`config.mk`:
```
export PLATFORM = sky130hd
export DESIGN_NAME = unique_value_fifo
export DESIGN_NICKNAME = d
export VERILOG_FILES = /design/src/design/uvf_pkg.sv /design/src/design/unique_value_fifo.sv /design/src/design/uvf_ram.sv /design/src/design/uvf_match.sv
export SDC_FILE = /design/constraint.sdc
export NUM_CORES = 1
export LEC_CHECK = 0
export BUFFER_PORTS_ARGS = -buffer_cell sky130_fd_sc_hd__buf_4
export CAP_MARGIN = 20
export CORE_ASPECT_RATIO = 1.2
export CORE_MARGIN = 2
export CORE_UTILIZATION = 62
export DETAILED_ROUTE_END_ITERATION = 10
export PLACE_DENSITY = 0.79
export SYNTH_ARGS = -nofsm -noshare
export SYNTH_HDL_FRONTEND = slang
export SYNTH_SLANG_ARGS = --single-unit
```
`constraint.sdc`:
```
create_clock -name clock -period 4.9 [get_ports clock]
set_clock_uncertainty 0.2 [all_clocks]
set_input_delay 0.98 -clock clock [delete_from_list [all_inputs] [get_ports clock]]
set_output_delay 0.98 -clock clock [all_outputs]
set_load 0.1 [all_outputs]
```
`src/design/uvf_pkg.sv`:
```
package uvf_pkg;

   localparam int DEPTH_DEFAULT = 16;
   localparam int DATA_W        = 32;

   localparam logic OP_INSERT = 1'b0;
   localparam logic OP_REMOVE = 1'b1;

   localparam logic [1:0] ST_OK    = 2'd0;
   localparam logic [1:0] ST_DUP   = 2'd1;
   localparam logic [1:0] ST_FULL  = 2'd2;
   localparam logic [1:0] ST_EMPTY = 2'd3;

   typedef struct packed {
      logic                     op;
      logic signed [DATA_W-1:0] value;
   } uvf_req_type;

   typedef struct packed {
      logic [1:0]               status;
      logic signed [DATA_W-1:0] data_out;
   } uvf_rsp_type;

   // control from the sequencer to the compare unit
   typedef struct packed {
      logic clear;
      logic enable;
   } uvf_cmp_ctl_type;

endpackage

```
`src/design/unique_value_fifo.sv`:
```
// Insert: scans the n entries held (at most DEPTH), one entry per cycle, then a drain step
//   and a decide step; the strobe follows the decide step. An empty queue skips the scan.
// Remove: one RAM read; remove from an empty queue: result next cycle, no busy.
// One word in flight at a time; busy is high while a word is being worked.
// The receiver cannot stall: each result is on rsp_data for one cycle with rsp_valid.
// Synchronous active-high reset empties the queue; stored data is not cleared.
module unique_value_fifo #(
   parameter int DEPTH = uvf_pkg::DEPTH_DEFAULT
) (
   input  logic                 clock,
   input  logic                 reset,
   input  logic                 start,
   output logic                 busy,
   input  uvf_pkg::uvf_req_type req_data,
   output logic                 rsp_valid,
   output uvf_pkg::uvf_rsp_type rsp_data
);

   localparam int AW = (DEPTH > 1) ? $clog2(DEPTH) : 1;
   localparam int CW = $clog2(DEPTH + 1);
   localparam int SW = AW + 1;

   typedef enum logic [4:0] {
      S_IDLE   = 5'b00001,
      S_SCAN   = 5'b00010,
      S_DRAIN  = 5'b00100,
      S_DECIDE = 5'b01000,
      S_POP    = 5'b10000
   } state_type;

   state_type                   state_ff, state_in;
   logic [AW-1:0]               head_ff, head_in;
   logic [CW-1:0]               count_ff, count_in;
   logic [AW-1:0]               slot_ff, slot_in;
   logic [CW-1:0]               scan_ff, scan_in;
   logic                        cmp_en_ff, cmp_en_in;
   logic [uvf_pkg::DATA_W-1:0]  value_ff, value_in;
   logic                        rsp_valid_ff, rsp_valid_in;
   uvf_pkg::uvf_rsp_type        rsp_ff, rsp_in;

   logic                        accept;
   logic                        full;
   logic [SW-1:0]               tail_sum;
   logic [SW-1:0]               tail_wrap;
   logic [AW-1:0]               tail;
   logic [AW-1:0]               head_next;
   logic [AW-1:0]               rd_addr;
   logic [uvf_pkg::DATA_W-1:0]  rd_data;
   logic                        wr_en;
   logic                        hit;
   uvf_pkg::uvf_cmp_ctl_type    cmp_ctl;

   assign accept = start && !busy;
   assign full   = (count_ff == CW'(DEPTH));

   assign tail_sum  = SW'(head_ff) + SW'(count_ff);
   assign tail_wrap = (tail_sum >= SW'(DEPTH)) ? tail_sum - SW'(DEPTH) : tail_sum;
   assign tail      = tail_wrap[AW-1:0];
   assign head_next = (head_ff == AW'(DEPTH - 1)) ? '0 : head_ff + AW'(1);

   assign rd_addr = (state_ff == S_SCAN) ? slot_ff : head_ff;
   assign wr_en   = (state_ff == S_DECIDE) && !hit && !full;

   assign cmp_ctl.clear  = accept;
   assign cmp_ctl.enable = cmp_en_ff;

   uvf_ram #(
      .WIDTH (uvf_pkg::DATA_W),
      .DEPTH (DEPTH)
   ) u_ram (
      .clock   (clock),
      .wr_en   (wr_en),
      .wr_addr (tail),
      .wr_data (value_ff),
      .rd_addr (rd_addr),
      .rd_data (rd_data)
   );

   uvf_match u_match (
      .clock   (clock),
      .reset   (reset),
      .ctl     (cmp_ctl),
      .key     (value_ff),
      .rd_data (rd_data),
      .hit     (hit)
   );

   always_comb begin
      state_in          = state_ff;
      head_in           = head_ff;
      count_in          = count_ff;
      slot_in           = slot_ff;
      scan_in           = scan_ff;
      value_in          = value_ff;
      cmp_en_in         = (state_ff == S_SCAN);
      rsp_valid_in      = 1'b0;
      rsp_in            = rsp_ff;
      unique case (state_ff)
         S_IDLE: begin
            if (accept) begin
               value_in = req_data.value;
               slot_in  = head_ff;
               scan_in  = '0;
               if (req_data.op == uvf_pkg::OP_INSERT) begin
                  state_in = (count_ff == '0) ? S_DECIDE : S_SCAN;
               end else if (count_ff == '0) begin
                  rsp_valid_in    = 1'b1;
                  rsp_in.status   = uvf_pkg::ST_EMPTY;
                  rsp_in.data_out = '0;
               end else begin
                  state_in = S_POP;
               end
            end
         end
         S_SCAN: begin
            // advance the read slot, wrapping at the end of the store
            slot_in = (slot_ff == AW'(DEPTH - 1)) ? '0 : slot_ff + AW'(1);
            scan_in = scan_ff + CW'(1);
            if ((scan_ff + CW'(1)) == count_ff) begin
               state_in = S_DRAIN;
            end
         end
         S_DRAIN: begin
            // last compare lands in the hit flag here
            state_in = S_DECIDE;
         end
         S_DECIDE: begin
            rsp_valid_in = 1'b1;
            state_in     = S_IDLE;
            if (hit) begin
               rsp_in.status   = uvf_pkg::ST_DUP;
               rsp_in.data_out = '0;
            end else if (full) begin
               rsp_in.status   = uvf_pkg::ST_FULL;
               rsp_in.data_out = '0;
            end else begin
               rsp_in.status   = uvf_pkg::ST_OK;
               rsp_in.data_out = value_ff;
               count_in        = count_ff + CW'(1);
            end
         end
         S_POP: begin
            rsp_valid_in    = 1'b1;
            rsp_in.status   = uvf_pkg::ST_OK;
            rsp_in.data_out = rd_data;
            head_in         = head_next;
            count_in        = count_ff - CW'(1);
            state_in        = S_IDLE;
         end
         default: begin
            state_in = S_IDLE;
         end
      endcase
   end

   always_ff @(posedge clock) begin
      if (reset) begin
         state_ff     <= S_IDLE;
         head_ff      <= '0;
         count_ff     <= '0;
         cmp_en_ff    <= 1'b0;
         rsp_valid_ff <= 1'b0;
      end else begin
         state_ff     <= state_in;
         head_ff      <= head_in;
         count_ff     <= count_in;
         cmp_en_ff    <= cmp_en_in;
         rsp_valid_ff <= rsp_valid_in;
      end
   end

   always_ff @(posedge clock) begin
      slot_ff  <= slot_in;
      scan_ff  <= scan_in;
      value_ff <= value_in;
      rsp_ff   <= rsp_in;
   end

   assign busy      = (state_ff != S_IDLE);
   assign rsp_valid = rsp_valid_ff;
   assign rsp_data  = rsp_ff;

`ifndef SYNTHESIS
   a_rsp_not_busy: assert property (@(posedge clock) disable iff (reset)
      rsp_valid |-> !busy)
      else $error("result strobe while busy");

   a_count_bound: assert property (@(posedge clock) disable iff (reset)
      count_ff <= CW'(DEPTH))
      else $error("entry count beyond depth");

   a_insert_no_early: assert property (@(posedge clock) disable iff (reset)
      (accept && req_data.op == uvf_pkg::OP_INSERT) |=> !rsp_valid)
      else $error("insert result before the search");

   a_err_zero: assert property (@(posedge clock) disable iff (reset)
      (rsp_valid && rsp_data.status != uvf_pkg::ST_OK) |-> (rsp_data.data_out == '0))
      else $error("nonzero data on error result");
`endif

endmodule

```
`src/design/uvf_ram.sv`:
```
module uvf_ram #(
   parameter int WIDTH = uvf_pkg::DATA_W,
   parameter int DEPTH = uvf_pkg::DEPTH_DEFAULT,
   localparam int AW   = (DEPTH > 1) ? $clog2(DEPTH) : 1
) (
   input  logic             clock,
   input  logic             wr_en,
   input  logic [AW-1:0]    wr_addr,
   input  logic [WIDTH-1:0] wr_data,
   input  logic [AW-1:0]    rd_addr,
   output logic [WIDTH-1:0] rd_data
);

   logic [WIDTH-1:0] mem [DEPTH];
   logic [WIDTH-1:0] rd_data_ff;

   always_ff @(posedge clock) begin
      if (wr_en) begin
         mem[wr_addr] <= wr_data;
      end
      rd_data_ff <= mem[rd_addr];
   end

   assign rd_data = rd_data_ff;

endmodule

```
`src/design/uvf_match.sv`:
```
module uvf_match (
   input  logic                            clock,
   input  logic                            reset,
   input  uvf_pkg::uvf_cmp_ctl_type        ctl,
   input  logic [uvf_pkg::DATA_W-1:0]      key,
   input  logic [uvf_pkg::DATA_W-1:0]      rd_data,
   output logic                            hit
);

   logic hit_ff;
   logic hit_in;

   // accumulate equality over the scanned entries
   always_comb begin
      if (ctl.clear) begin
         hit_in = 1'b0;
      end else begin
         hit_in = hit_ff | (ctl.enable & (rd_data == key));
      end
   end

   always_ff @(posedge clock) begin
      if (reset) begin
         hit_ff <= 1'b0;
      end else begin
         hit_ff <= hit_in;
      end
   end

   assign hit = hit_ff;

endmodule

```
# Word-level counts from Yosys, hierarchy flattened
# Memory sizes are Yosys's and may differ from the RTL's. A register that Yosys moved wholly into a read port is not among the register bits.
# Index checks and enable logic that the tools add are counted.
# totals
latchBits,0
output_inout_bits,36
rom_bits,0
input_bits,36
ramBits,512
ff_bits,92
n_memories,1
# memory_table
memory,words,width,read_ports,rd_ports_with_merged_regs,wr,line,rtl
u_ram.mem,16,32,1,1,1,uvf_ram.sv:14,logic [WIDTH-1:0] mem [DEPTH];
# op_classes
n_reduce_logical,17
n_addsub,7
bitwise,2
div_mod_pow,0
eq_ne,18
multipliers,0
n_shift,0
n_mux,29
order_cmp,1
# op_table
cell,count
$mux W34,5
$pmux W34 S3,1
$mux W5,7
$eq A32 B32 Y1,1
$mux W4,6
$pmux W5 S2,2
$pmux W5 S3,1
$add A5 B1 Y5 const B,2
$eq A5 B5 Y1 const B,2
$ne A2 B2 Y1 const B,5
$add A4 B1 Y4 const B,2
$eq A4 B4 Y1 const B,2
$pmux W4 S2,1
$reduce_and A3 Y1,2
$add A4 B5 Y5,1
$eq A5 B1 Y1 const B,1
$eq A5 B2 Y1 const B,1
$eq A5 B3 Y1 const B,1
$eq A5 B4 Y1 const B,1
$eq A5 B5 Y1,1
$ge A5 B5 Y1 const B,1
$logic_not A5 Y1,1
$mux W1,5
$ne A5 B1 Y1 const B,1
14 further kinds,21

# Depth between registers and ports, before layout
# Gate-level depths: netlist of the first run.
# logic_depth
ltp_word,5
mapped_depth,10
ltp_nobuf,8

# Cells and area by module
# Synthesis of the first run repeated with hierarchy kept, for this count alone.
# unflattened
hier_cells,1167
area_unflattened_um2,24111.9
# by_module_without_submodules
module,cells_each,area_per_inst_um2,seq_area_each_um2,instances
uvf_ram,838,19835.3,16015.4,1
unique_value_fifo,283,3896.2,2572.5,1
uvf_match,46,380.4,20.0,1

# Least setup slack after synthesis of the first run
# Ideal clock, no wire load.
# synth_timing
path_kind,reg2reg
from,reg state_ff[2]
to,"reg rsp_ff (netlist bit rsp_data[0]), enable pin"
setup_slack_ns,0.501
arrival_time_ns,3.725
setup_time_ns,0.474
stages_incl_launch_ff,6
path_cell_list,dfxtp_1 -> or3_1 -> buf_4 -> nor3b_2 -> nand2_1 -> o21ai_0
# synth_via
elab_chain_cells,5
word_cells_on_any_way,11
cone_classes,7 x eq/ne; 4 x reduce/logical
# synth_rtl
item,line,rtl
"start, declared",unique_value_fifo.sv:31,"state_type state_ff, state_in;"
"start signal, assigned",unique_value_fifo.sv:164,state_ff <= state_in;
$ne A5 B1 Y1,unique_value_fifo.sv:179,assign busy = (state_ff != S_IDLE);
$logic_not A1 Y1,unique_value_fifo.sv:53,assign accept = start && !busy;
$logic_and A1 B1 Y1,unique_value_fifo.sv:53,
$ne A2 B2 Y1 (no source line),n/a,
$reduce_and A4 Y1 (no source line) (*),n/a,
"end signal, assigned",unique_value_fifo.sv:176,rsp_ff <= rsp_in;
"end, declared",unique_value_fifo.sv:39,"uvf_pkg::uvf_rsp_type rsp_ff, rsp_in;"
# Every way passes the cells marked *; elsewhere a longest branch is shown, timed or not.
# A chain may end at the register's enable or synchronous reset.

# Worst setup path after layout of the first run
# layout_timing
from,reg head_ff[0]
to,"mem u_ram.mem[12][31] in the netlist's numbering, enable pin"
# layout_via
elab_chain_cells,3
word_cells_on_any_way,4
cone_classes,2 x add/sub; 1 x order compare; 1 x mux
# layout_rtl
item,line,rtl
"start, declared",unique_value_fifo.sv:32,"logic [AW-1:0] head_ff, head_in;"
"start signal, assigned",unique_value_fifo.sv:165,head_ff <= head_in;
$add A4 B5 Y5 (*),unique_value_fifo.sv:56,assign tail_sum = SW'(head_ff) + SW'(count_ff);
$sub A4 B1 Y4 / $ge A5 B5 Y1 (equally long branches),unique_value_fifo.sv:57,assign tail_wrap = (tail_sum >= SW'(DEPTH)) ? tail_sum - SW'(DEPTH) : tail_sum;
$mux W4 (*),unique_value_fifo.sv:57,
"end, declared",uvf_ram.sv:14,
# Marks and branches as above.

==> impl_metrics.json, run 1 <==
{
  "outcome": "finished clean",
  "placed_cell_area_mm2": 0.0274,
  "min_period_ps": 3680,
  "drt_iter0_drc": 2407,
  "min_path_cells": 1,
  "r2r_end": "u_ram.mem[12][31]$_DFFE_PP_",
  "rsz0062_at_grt": "false",
  "core.rowCount": 82,
  "finalCritPeriodShare_pct": 75.0,
  "peakVddDrop_mv": 0.522,
  "max_freq_ghz": 0.272,
  "core_mm2": 0.0418,
  "dieWidth_um": 192,
  "worst_slew_pin_slew_ps": 1100,
  "ys_types": 62,
  "drive_gt1_share_pct": 15.6,
  "min-delay-path-class": "in2reg",
  "place.gp.congestion": 0.923,
  "dieArea_mm2": 0.0439,
  "ys_ff_latch": 636,
  "synth_edf_count": 587,
  "finalSetupViolCount": 0,
  "whs_endpoint": "value_ff[18]$_DFFE_PP_",
  "first_pass_iters": 6,
  "power_leakage_nw": 9.91,
  "crit_path_start_kind": "flop",
  "portBuffers": 71,
  "ys_seq_area_share_pct": 71.0,
  "r2r_setup_slack_ps": 1220,
  "cts_setup_buffers": 0,
  "cts_buffers": 59,
  "hp-start": "req_data[18]",
  "cts_max_path_buffers": 3,
  "worstPathRequired_ps": 4990,
  "syn_inst": 1926,
  "dp_hpwl_mm": 39.5,
  "avgSynthCellArea_um2": 13.6,
  "hold_viol_final": 0,
  "grt_max_degree": 120,
  "powerDensity_mw_per_mm2": 480,
  "grtUsageTotal_pct": 30.8,
  "wl_per_cell_um": 26.2,
  "vias": 17100,
  "top_layer": "met4",
  "grt-ovfl-total": 0,
  "grt_pass1_vias": 16400,
  "worstPathMaxFanout": 37,
  "r2r_cells": 5,
  "syn_nets": 1973,
  "routed_via_density": 6.67,
  "drv_slew": 0,
  "yosys_warnings": 0,
  "total_power_mw": 14.2,
  "fin_util_pct": 70.9,
  "crit_path_end_kind": "flop",
  "arrival_ps": 3770,
  "ant_nets": 0,
  "max-cap-violations": 0,
  "dr_wl_met2_mm": 31.8,
  "wl_met3_mm": 8.28,
  "clock_latency_ps": 610,
  "cts.sinks": 636,
  "cts_resized": 0,
  "timing.rr.start": "head_ff[0]$_SDFFE_PP0N_",
  "antennaDiodeCount": 0,
  "fp.dieH_um": 229,
  "route.detailed.drc": 0,
  "area_delta_synth_final_pct": 13.0,
  "async_reset_ff_share_pct": 0,
  "postCtsHoldBufs": 0,
  "layout.cell_area.non_filler_mm2": 0.0296,
  "cts_max_level": 2,
  "synth_area_mm2": 0.0262,
  "root_buffer": "clkbuf_16",
  "wl_mm": 67.3,
  "cts_tree": "done",
  "slew_headroom_pct": 26.4,
  "tns_ps": 0,
  "start_util_pct": 62.8,
  "m1WireLength_mm": 25.2,
  "synth_top_flop_cell": "edfxtp_1",
  "worstSetupPathType": "reg2reg",
  "clk_pin_slew_ps": 60,
  "grt_pass1_wl_mm": 101,
  "antenna_found_initial": 1,
  "final_nets": 2018,
  "io_pins": 72
}
## cell families (layout without fill, tap and decap cells)
logic type	Yosys count	after routing	synth area share, %
AO/OA/AOI/OAI	426	426	11.3
XOR/XNOR	51	51	1.70
adder cells (fa/ha/maj)	11	11	0.583
buffers and inverters	200	296	3.03
flip-flops	636	636	71.0
multiplexers	68	68	2.89
AND/OR/NAND/NOR	534	534	9.44
## layout by cell type (no fill, tap or decap), types with 8 or more instances in the layout
master     instances
xnor2_1           11
dfxtp_1           47
o221ai_1          31
nand2_1          275
mux2_2            61
o32ai_1           31
xor2_1            40
o22ai_1           31
a21oi_1           14
edfxtp_1         587
a41o_1            31
a22o_1            32
ha_1               9
nand3_1          105
a31oi_1           33
and3_1            65
clkbuf_16         60
a211oi_1          64
nor4_1             8
nor2_4            17
nor3_1             9
o21ai_0          136
clkbuf_1          14
buf_4            108
clkinv_2          10
nor2_1            20
inv_1             66
## report_power, final
group          switching, mW  leakage (nW)  internal (mW)  total [mW]
logic                   1.80          3.22          0.612        2.42
clock network           1.96         0.975           2.73        4.69
registers              0.506          5.71           6.61        7.11
## final cells by class
type,count,area (µm²)
sequential,636,18600
fill,2565,12200
multi-input combinational,1090,7030
clock buffer,81,1650
timing repair buffer,117,1010
tap,546,683
clock inverter,31,364
inverter,67,251
## cells in the mapped netlist (all sizes together), types with 9 or more instances
master  number  area share, %
o22ai       31           0.74
edfxtp     587             67
buf         32           0.62
nor2        38           0.61
mux2        62            2.7
a31oi       35           0.86
ha           9           0.43
clkbuf     101            1.4
a22o        32            1.1
xnor2       11           0.37
nand2      278            4.0
nor4         9           0.24
nor3        10           0.21
o21ai      141            2.8
a41o        31            1.2
o32ai       31            1.0
a211oi      64            1.8
inv         67           0.96
o221ai      31            1.0
xor2        40            1.3
dfxtp       49            3.7
nand3      106            2.0
and3        66            1.6
a21oi       14           0.27
## flip-flops by register name, summed over array words and instances (netlist names)
name,count
rsp_valid,1
value_ff,32
cmp_en_ff,1
scan_ff,5
head_ff,4
u_ram.mem,512
state_ff,5
count_ff,5
u_ram.rd_data,32
u_match.hit,1
rsp_data,34
slot_ff,4
## critical path, stage by stage (launching register included)
cell     delay (ps)
dfxtp_2         790
ha_1            320
fa_1            500
or3b_1          560
nor2_4          610
buf_4           360
## metrics by stage
step / cells / hold slack, ps / setup WS (ps)
global placement: 2449 / 363 / 1320
finish: 2568 / 343 / 1220
detailed placement: 2449 / 370 / 1270
floorplan: 1926 / 306 / 501
CTS: 2561 / 321 / 1250
global route: 2568 / 320 / 1110
## layer usage
metal | up-vias | track usage (%)
li1 | 7429 | -
met5 | - | 0
met2 | 1093 | 47.9
met1 | 8477 | 44.5
met3 | 137 | 6.07
met4 | 0 | 9.42
## worst max path at each step
stage	end	cells after the start	startpoint
3_3_place_gp	u_ram.mem[0][31]$_DFFE_PP_	4	head_ff[0]$_SDFFE_PP0N_
6_report	u_ram.mem[12][31]$_DFFE_PP_	5	head_ff[0]$_SDFFE_PP0N_
3_5_place_dp	u_ram.mem[4][21]$_DFFE_PP_	4	head_ff[0]$_SDFFE_PP0N_
4_1_cts	u_ram.mem[4][21]$_DFFE_PP_	4	head_ff[0]$_SDFFE_PP0N_
5_1_grt	u_ram.mem[12][31]$_DFFE_PP_	5	head_ff[0]$_SDFFE_PP0N_
2_1_floorplan	rsp_data[0]$_DFFE_PP_	5	state_ff[2]$_SDFFE_PP0P_
Power figures use the tool's default switching activity.
==> run 2, diff against run 1 <==
--- a/config.mk
+++ b/config.mk
@@ -9,9 +9,9 @@
 export CAP_MARGIN = 20
 export CORE_ASPECT_RATIO = 1.2
 export CORE_MARGIN = 2
-export CORE_UTILIZATION = 62
+export CORE_UTILIZATION = 56
 export DETAILED_ROUTE_END_ITERATION = 10
-export PLACE_DENSITY = 0.79
+export PLACE_DENSITY = 0.76
 export SYNTH_ARGS = -nofsm -noshare
 export SYNTH_HDL_FRONTEND = slang
 export SYNTH_SLANG_ARGS = --single-unit
==> constraint.sdc (replaced) <==
create_clock -name clock -period 3.28 [get_ports clock]
set_clock_uncertainty 0.2 [all_clocks]
set_input_delay 0.656 -clock clock [delete_from_list [all_inputs] [get_ports clock]]
set_output_delay 0.656 -clock clock [all_outputs]
set_load 0.1 [all_outputs]
==> run 2 against run 1 <==
Net effect: die area is 11% higher; worst setup slack lost 1100 ps; clock power grew 43%; critical path depth down 1; register-to-register slack worse by 1000 ps; critical endpoint is now busy.
==> impl_metrics.json, run 2 (synthesized netlist as in run 1, its figures left out) <==
{
  "postCtsHoldBufs": 27,
  "cts_max_path_buffers": 3,
  "pwr-share-clk_pct": 31.9,
  "r2r_setup_slack_ps": 190,
  "grt_pass1_wl_mm": 104,
  "slew_headroom_pct": 21.8,
  "final_common_cell": "edfxtp_1",
  "dp_cells": 2574,
  "area_delta_synth_final_pct": 15.6,
  "core.rowCount": 86,
  "worstPathMaxFanout": 6,
  "finalSetupViolCount": 0,
  "ant_nets": 0,
  "dieArea_mm2": 0.0485,
  "min-delay-path-class": "in2reg",
  "powerDensity_mw_per_mm2": 693,
  "worstSetupPathType": "reg2out",
  "start_util_pct": 56.9,
  "cts_setup_buffers": 0,
  "hold_ws_ps": 28.1,
  "min_period_ps": 3180,
  "cts_tree": "done",
  "largest-register": "u_ram.mem",
  "crit_slowest_cell": "or3_1",
  "crit_path_start_kind": "flop",
  "min_path_cells": 1,
  "wl_mm": 70.4,
  "dp_worst_setup_slack_ps": 236,
  "wl_per_cell_um": 26.0,
  "worstPathRequired_ps": 2420,
  "use_met2_pct": 46.9,
  "peakVddDrop_mv": 0.454,
  "seqPwrFrac_pct": 50.2,
  "r2r_end": "u_ram.rd_data[9]$_DFF_P_",
  "grt_pass1_vias": 17300,
  "io_pins": 72,
  "hp-start": "req_data[11]",
  "root_buffer": "clkbuf_16",
  "grt_max_degree": 69,
  "crit_path_end_kind": "output pin",
  "routed_via_density": 6.47,
  "drv_slew": 0,
  "worstPathCellList": "or3_1 > nor3b_2 > inv_1 > buf_4",
  "portBuffers": 71,
  "clk_pin_slew_ps": 60,
  "outcome": "finished clean",
  "cpPeakStageDelay_ps": 590,
  "setup_ws_ps": 101,
  "drt_iter0_drc": 2148,
  "fp.dieH_um": 241,
  "power_switching_mw": 6.36,
  "hold_viol_final": 0,
  "timing.rr.start": "state_ff[2]$_SDFFE_PP0P_",
  "r2r_cells": 7,
  "max-cap-violations": 0,
  "final_nets": 2092,
  "final_cells": 2710,
  "whs_endpoint": "value_ff[11]$_DFFE_PP_",
  "internal-power_mw": 14.6,
  "clock_latency_ps": 620,
  "cts.sinks": 636,
  "nFillCells": 3227,
  "max_freq_ghz": 0.315,
  "cts_max_level": 2,
  "antenna_found_initial": 1,
  "cts_resized": 0,
  "total_power_mw": 21.0,
  "fin_util_pct": 65.8,
  "switching_share_pct": 30.3,
  "antennaDiodeCount": 0,
  "place.gp.congestion": 0.826,
  "first_pass_iters": 6,
  "largest_register_ff_count": 512,
  "p_comb_share_pct": 17.9,
  "use_met3_pct": 5.85,
  "route.detailed.drc": 0,
  "crit_buf_inv": 2,
  "drive_gt1_share_pct": 17.0,
  "dieWidth_um": 201,
  "crit_family": "simple AND/OR/NAND/NOR gates",
  "core_mm2": 0.0461,
  "arrival_ps": 2320,
  "gr-max-usage-layer": "met2",
  "power_leakage_nw": 10.3,
  "cts_buffers": 58,
  "worst_slew_pin_slew_ps": 1170,
  "grt-ovfl-total": 0,
  "grtUsageTotal_pct": 28.9,
  "vias": 17500,
  "layout_common_cells": "edfxtp_1, nand2_1, buf_4, o21ai_0, nand3_1",
  "use_met1_pct": 36.6,
  "finalCritPeriodShare_pct": 96.9,
  "dp_hpwl_mm": 39.9,
  "rsz0062_at_grt": "false"
}
[run 2: layout make-up]
type                       count  area [µm²]  share of cell area (%)
sequential                   636       18600                    61.4
inverter                      67         251                   0.830
clock inverter                31         294                   0.971
timing repair buffer         192        1760                    5.81
clock buffer                  78        1580                    5.21
multi-input combinational   1090        7030                    23.2
tap                          616         771                    2.54
[run 2: stage by stage]
stage          area (µm²)  setup TNS [ps]
4_1_cts             30300               0
2_1_floorplan       26200          -82740
3_5_place_dp        28100               0
6_report            30300               0
3_3_place_gp        28100               0
5_1_grt             30300               0
[run 2: worst max-delay path by stage]
stage | start | endpoint | slack, ps | cells past startpoint
4_1_cts | state_ff[2]$_SDFFE_PP0P_ | busy | 70 | 4
2_1_floorplan | count_ff[0]$_SDFFE_PP0P_ | u_ram.mem[4][0]$_DFFE_PP_ | -260 | 4
6_report | state_ff[2]$_SDFFE_PP0P_ | busy | 100 | 4
3_5_place_dp | state_ff[2]$_SDFFE_PP0P_ | u_ram.rd_data[9]$_DFF_P_ | 240 | 7
3_3_place_gp | state_ff[2]$_SDFFE_PP0P_ | u_ram.rd_data[29]$_DFF_P_ | 270 | 6
5_1_grt | state_ff[2]$_SDFFE_PP0P_ | busy | 20 | 4
[run 2: worst reg2reg max path: cells and delay by family, from the launching register on]
family,cells,cell delay (ps)
flip-flops,1,350
AND/OR/NAND/NOR,2,890
AO/OA/AOI/OAI,4,960
buffers and inverters,1,630
[run 2: power groups by stage]
stage | Clock (mW) | Sequential (mW) | Combinational, mW
after floorplan | 0 | 11.3 | 1.60
after global placement | 0 | 10.7 | 3.59
after detailed placement | 0 | 10.7 | 3.69
after CTS | 6.74 | 10.5 | 3.73
after global routing | 7.03 | 10.6 | 3.94
final | 6.70 | 10.5 | 3.76
[run 2: metal layers]
metal  vias up  share of wire (%)
met1      8612                 37
met4         2                5.2
met5         -              0.055
met2      1094                 47
met3       232                 11
li1       7596                  -
